**src/sv/avpq_pkg.sv**
```systemverilog
// Package for the absolute-value priority queue.
// Holds sizes, the ordering key function and the structs passed between cells.
// No dependencies.
package avpq_pkg;

    localparam int CAPACITY = 1024;
    localparam int IDX_W    = $clog2(CAPACITY);
    localparam int CNT_W    = $clog2(CAPACITY + 1);
    localparam int VAL_W    = 32;
    localparam int KEY_W    = VAL_W + 1;

    // Operation broadcast to every cell in the chain.
    typedef struct packed {
        logic             ins;
        logic             rem;
        logic [VAL_W-1:0] value;
        logic [KEY_W-1:0] key;
        logic [CNT_W-1:0] count;
    } t_op;

    // What a cell shows its neighbours: its entry, and whether the value being
    // inserted sorts ahead of that entry (always so for an empty cell).
    typedef struct packed {
        logic             ahead;
        logic [VAL_W-1:0] value;
    } t_link;

    // Magnitude first, then sign: a negative value sorts ahead of a positive
    // one of the same magnitude. The most negative value has the largest key.
    function automatic logic [KEY_W-1:0] order_key(input logic [VAL_W-1:0] v);
        logic [VAL_W-1:0] mag;
        mag = v[VAL_W-1] ? (~v + VAL_W'(1)) : v;
        return {mag, ~v[VAL_W-1]};
    endfunction

endpackage

```
**src/sv/avpq_cell.sv**
```systemverilog
// One cell of the sorted chain: holds a single entry of the queue.
// Depends on avpq_pkg for the ordering key and the link structs.
module avpq_cell (
    input  logic                       i_clk,
    input  logic [avpq_pkg::IDX_W-1:0] i_index,
    input  avpq_pkg::t_op              i_op,
    input  avpq_pkg::t_link            i_prev,
    input  avpq_pkg::t_link            i_next,
    output avpq_pkg::t_link            o_link
);

    logic [avpq_pkg::VAL_W-1:0] r_value;
    logic [avpq_pkg::VAL_W-1:0] n_value;
    logic                       w_valid;

    assign w_valid      = {1'b0, i_index} < i_op.count;
    assign o_link.value = r_value;
    assign o_link.ahead = !w_valid || (i_op.key < avpq_pkg::order_key(r_value));

    // On insert, the cells from the insertion point onward shift one place
    // towards the tail; on removal, the whole chain shifts towards the head.
    always_comb begin
        n_value = r_value;
        if (i_op.ins) begin
            if (o_link.ahead) begin
                n_value = i_prev.ahead ? i_prev.value : i_op.value;
            end
        end else if (i_op.rem) begin
            n_value = i_next.value;
        end
    end

    always_ff @(posedge i_clk) begin
        r_value <= n_value;
    end

endmodule

```
**config.mk**
```make
export PLATFORM = sky130hd
export DESIGN_NAME = avpq_cell
export DESIGN_NICKNAME = d
export VERILOG_FILES = /design/src/sv/avpq_pkg.sv /design/src/sv/avpq_cell.sv
export SDC_FILE = /design/constraint.sdc
export NUM_CORES = 1
export LEC_CHECK = 0
export ABC_AREA = 1
export BUFFER_PORTS_ARGS = -buffer_cell sky130_fd_sc_hd__buf_4
export CORE_AREA = 5 5 116 118
export DETAILED_ROUTE_END_ITERATION = 7
export DIE_AREA = 0 0 121 123
export PLACE_DENSITY = 0.59
export RECOVER_POWER = 50
export SLEW_MARGIN = 20
export SYNTH_ARGS = -nofsm -noshare
export SYNTH_HDL_FRONTEND = slang
export SYNTH_SLANG_ARGS = --single-unit
```
**constraint.sdc**
```tcl
create_clock -name i_clk -period 3.8 [get_ports i_clk]
set_clock_uncertainty 0.15 [all_clocks]
set_input_delay 0.19 -clock i_clk [delete_from_list [all_inputs] [get_ports i_clk]]
set_output_delay 0.19 -clock i_clk [all_outputs]
set_load 0.01 [all_outputs]
```
* Yosys cells after proc, flatten, opt, wreduce, memory -nomap -nowiden
Cells that the tools add are included.
** Word-level totals
- Bits in registers :: 32
- Word-level logic and storage cells :: 16
** Operators by class
- Bitwise operators :: 2
- Add/subtract/negate cells :: 1
- Magnitude comparators :: 2
- Reduce and logical (&&, ||, !) cells :: 4
- Eq/ne operators :: 1
- Multiplexer cells :: 5
** Operator list (count)
- 32-bit two-way mux :: 5
- 33-bit less-than comparator :: 1
- 32-bit by 1-bit adder with 32-bit output, second input constant :: 1
- 32-bit NOT :: 1
- 10-bit by 11-bit less-than comparator with 1-bit output :: 1
- 2-bit by 1-bit != test with 1-bit output, second input constant :: 1
- 2-bit AND reduction :: 1
- 2-bit nonzero test :: 1
- 1-bit logical NOT :: 1
- 1-bit logical OR :: 1
- 1-bit NOT :: 1

* Depth between registers and ports, before layout
- Depth in word-level cells :: 7
- Mapped depth :: 25
- Depth with buffers taken out :: 25

* Least setup slack after synthesis
No wires, ideal clock.
- Kind :: register to register
- Start :: reg r_value[14] in the netlist's numbering
- End :: reg r_value[0] in the netlist's numbering (enable)
- Library setup time :: 0.389 ns
- Setup slack :: 0.246 ns
- Cell stages (with the launch flop) :: 22
- Arrival :: 3.014 ns
- Clock period less this slack :: 3.554 ns
- Cells stage by stage :: edfxtp_1 -> or2_1 -> nor3_2 -> nand2_2 -> nor2_4 -> nand2_2 -> nand2_2 -> nand3_1 -> nand2_1 -> inv_1 -> ha_1 -> nand2_1 -> inv_1 -> nand2_1 -> nand2_1 -> a21oi_1 -> nand2_1 -> nor2_1 -> nand2_1 -> nand2_1 -> nand2_1 -> nand2_1
** RTL lines
- from (decl) :: line avpq_cell.sv:12 : logic [avpq_pkg::VAL_W-1:0] r_value;
- from (signal assigned) :: line avpq_cell.sv:34 : r_value <= n_value;

* Worst setup path in the final report
- Start :: reg r_value[0] in the netlist's numbering
- End :: reg r_value[4] in the netlist's numbering (enable)
** On the way
- Cells in the longest elaborated chain, start to end :: 7
** RTL lines
- 32-bit NOT :: line avpq_pkg.sv:32 : mag = v[VAL_W-1] ? (~v + VAL_W'(1)) : v;
- 32-bit by 1-bit adder with 32-bit output :: line avpq_pkg.sv:32
- 32-bit two-way mux * :: line avpq_pkg.sv:32
- 33-bit less-than comparator * :: line avpq_cell.sv:18 : assign o_link.ahead = !w_valid || (i_op.key < avpq_pkg::order_key(r_value));
- 1-bit logical OR * :: line avpq_cell.sv:18
- 2-bit by 1-bit != test with 1-bit output (no line) *
- 2-bit AND reduction (no line) *
Every way passes the cells marked *; elsewhere a longest branch is shown, timed or not.
A chain may end at the register's enable or synchronous reset.

==> metrics.md <==
| Metric | Value |
|---|---|
| Status | `finished, final reports clean` |
| Hold WC Path Type | `in2reg` |
| Syn_nets | `740` |
| Fmax | `291.2 MHz` |
| Mean routed wirelength per cell | `13.32 microns` |
| Ant diodes | `0` |
| Starting DRT DRC Count | `149` |
| Layout cells sized above 1 | `25.17%` |
| Critical path data required time | `3.62 ns` |
| Worst slew pin tran | `1.262 ns` |
| CP max stage delay | `0.45 ns` |
| FP Rows | `41` |
| Crit Path Max Fanout | `32` |
| Final count of negative-setup-slack endpoints | `0` |
| Flops & latches, synth | `32` |
| Top flop regs | `r_value (32)` |
| Die Y | `123 microns` |
| Synth Area per Inst | `6.666 sq um` |
| Setup crit end kind | `register` |
| Routed via count | `3,994` |
| PortBufs | `186` |
| DRC viols | `0` |
| PD cells | `289.2 nW/um^2` |
| Worst Path Buf+Inv | `2` |
| Max IR drop VDD | `0.1457 mV` |
| Vias in the first global route | `3,882` |
| WHS Path Cells | `3` |
| Crit path DAT | `3.25 ns` |
| Reg2Reg Depth | `19` |
| Worst path top cell family by delay | `simple AND/OR/NAND/NOR gates` |
| CTS tree | `yes` |
| Post-synth EDFFs | `32` |
| Period Utilization, post-route | `90.37%` |
| Postcts setup bufs | `0` |
| Detailed Routing Iterations Pass 1 | `4` |
| H-tree levels | `2` |
| Die span in x | `121 microns` |
| Max-Cap Viols | `0` |
| Root buffer cell | `clkbuf_16` |
| Inserted Clock Buffers | `5` |
| Most used DFF post-synth | `edfxtp_1` |
| Pleak | `2.608 nW` |
| Crit-path cells | `inv_1, ha_1, nand4_1, nor2_2, nand2_1, o21ai_0, xor2_1, ha_1, nand2_1, nor2_1, a21boi_0, nor2_1, nand2_1, nand2_1, nand2_1, nand2_1, nand2_1, nand2_1, buf_12` |
| Io pins | `188` |
| Routed WL | `11.92 mm` |
| Total GRT Usage | `15.62%` |
| Starting Density | `29.28%` |
| Clock sinks | `32` |
| Largest register FFs | `32` |
| Hold_buf cts | `0` |
| Bufs on Longest Clock Path | `2` |
| WP depth | `19` |
| Initial antenna violation count | `0` |
| Worst path slowest cell | `edfxtp_1` |
| Synthesis-to-layout area growth | `45.04%` |
| Most flops, register | `r_value` |
| Mapped Cells | `543` |
| Total power draw | `1.518 mW` |
| Syn. warnings | `0` |
| Area of the core | `12,360 sq um` |
| Startpoint Class | `register` |
| Vias per cell | `4.463` |
| Largest net degree at the start of global routing | `35` |
| Unrepaired setup endpoints after global routing | `false` |
| Pins Over Slew Limit | `0` |
| Final ANT Viol Nets | `0` |
| Skew-Pair Late Insertion Delay | `0.27 ns` |
| Final setup TNS | `0 ns` |
| Post-Syn Area | `3620 sq um` |
| Gr ovfl total | `0` |
| Post-synthesis sequential area ratio | `26.55%` |
| Number of distinct library cells after synthesis | `28` |
| Global placer's final weighted congestion | `0.8732` |
| Die area | `14,880 sq um` |
| Relative slew slack | `15.88%` |
| Critical path type | `reg2reg` |
| Reg clk slew, reported paths | `0.06 ns` |
| Crit path top cell by count | `nand2_1` |
| Final #Nets | `919` |
| First-pass GRT wire length | `18.69 mm` |
| Detailed Place HPWL | `10.17 mm` |
| FFs w/ async S/R, synth | `0%` |
| Tmin final | `3.434 ns` |
| Fin. Hold Viols | `0` |
where the power goes:
part           total [mW]  internal, mW  switching, mW
Sequential          0.483         0.440         0.0433
Clock               0.448         0.307          0.141
Combinational       0.587         0.269          0.317
tightest hold or removal path, delay by kind of cell:
kind | cells | cell delay (ns)
AOI/OAI and AO/OA | 1 | 0.05
and+or+nand+nor | 1 | 0.04
buffers and inverters | 1 | 0.07
cells by family (layout without fill, tap and decap cells):
logic type / count (synthesis) / after routing / share of synthesized area [%]
adder cells (fa/ha/maj): 42 / 42 / 14.52
flip-flops: 32 / 32 / 26.55
AO/OA/AOI/OAI: 101 / 101 / 14.31
AND/OR/NAND/NOR: 256 / 256 / 29.59
buffers and inverters: 88 / 268 / 9.229
XOR/XNOR: 24 / 24 / 5.807
final timing paths:
kind / end / slack (ns) / from
min reg2reg: r_value[27] / 1.48 / r_value[29]
min: r_value[15] / 0.04 / i_next[15]
max: r_value[4] / 0.37 / r_value[0]
max reg2reg: r_value[4] / 0.37 / r_value[0]
cell usage after synthesis (2+ instances only):
master	count	area, sq um
nand3_1	19	95.09
nor3_2	2	20.02
nor2_2	4	25.02
nand4_1	6	37.54
o21ai_1	11	55.05
nand2_2	4	25.02
or2_1	2	12.51
ha_1	42	525.5
inv_1	68	255.2
a21oi_1	18	90.09
clkbuf_1	13	48.80
buf_1	2	7.510
edfxtp_1	32	960.9
inv_2	4	15.01
nand2_1	135	506.7
nor2_1	74	277.8
o21ai_0	67	335.3
nand3b_1	2	15.01
xor2_1	23	201.4
a21o_1	3	22.52
nor2_4	2	22.52
nor3_1	4	20.02
layout by cell type, fill, tap and decap left out, drive strengths merged, types with 2 or more instances in the layout:
cell type	instances
inv	72
ha	42
nand2	139
nor3	6
a21oi	18
edfxtp	32
nand4	6
nand3b	2
o21ai	78
buf	156
xor2	23
nor2	80
or2	2
nand3	19
clkbuf	37
a21o	3
through the flow:
step | cells | utilization (%) | setup WS [ns] | area [sq um] | hold WS [ns]
after floorplan | 543 | - | 0.2463 | 3620 | 0.2312
after global placement | 887 | 42.02 | 0.4075 | 5195 | 0.3280
after detailed placement | 887 | 42.02 | 0.3679 | 5195 | 0.3275
after CTS | 895 | 43.38 | 0.3463 | 5363 | 0.03956
after global routing | 895 | 42.47 | 0.007578 | 5250 | 0.06295
final | 895 | 42.47 | 0.3659 | 5250 | 0.04274
layout make-up:
type                    instances  area, sq um
clock buffers                   5        125.1
clock inverters                 3        42.54
fillers                      1271         7113
flip-flops and latches         32        960.9
inverters                      72        270.3
multi-input cells             423         2332
well taps                     172        215.2
repair buffers                188         1304
layer usage:
metal	GRT usage, %	part of all wire [%]	up-vias
li1	-	-	2122
met1	20.45	43	1725
met2	26.12	49	128
met3	2.516	5.8	19
met4	5.595	2.4	0
met5	0	0	-
what timing repair did:
action | CTS | global route
hold endpoints to repair | 0 | 0
setup endpoints to repair | 0 | 33
gates resized for setup | 0 | 2
Power figures use the tool's default switching activity.
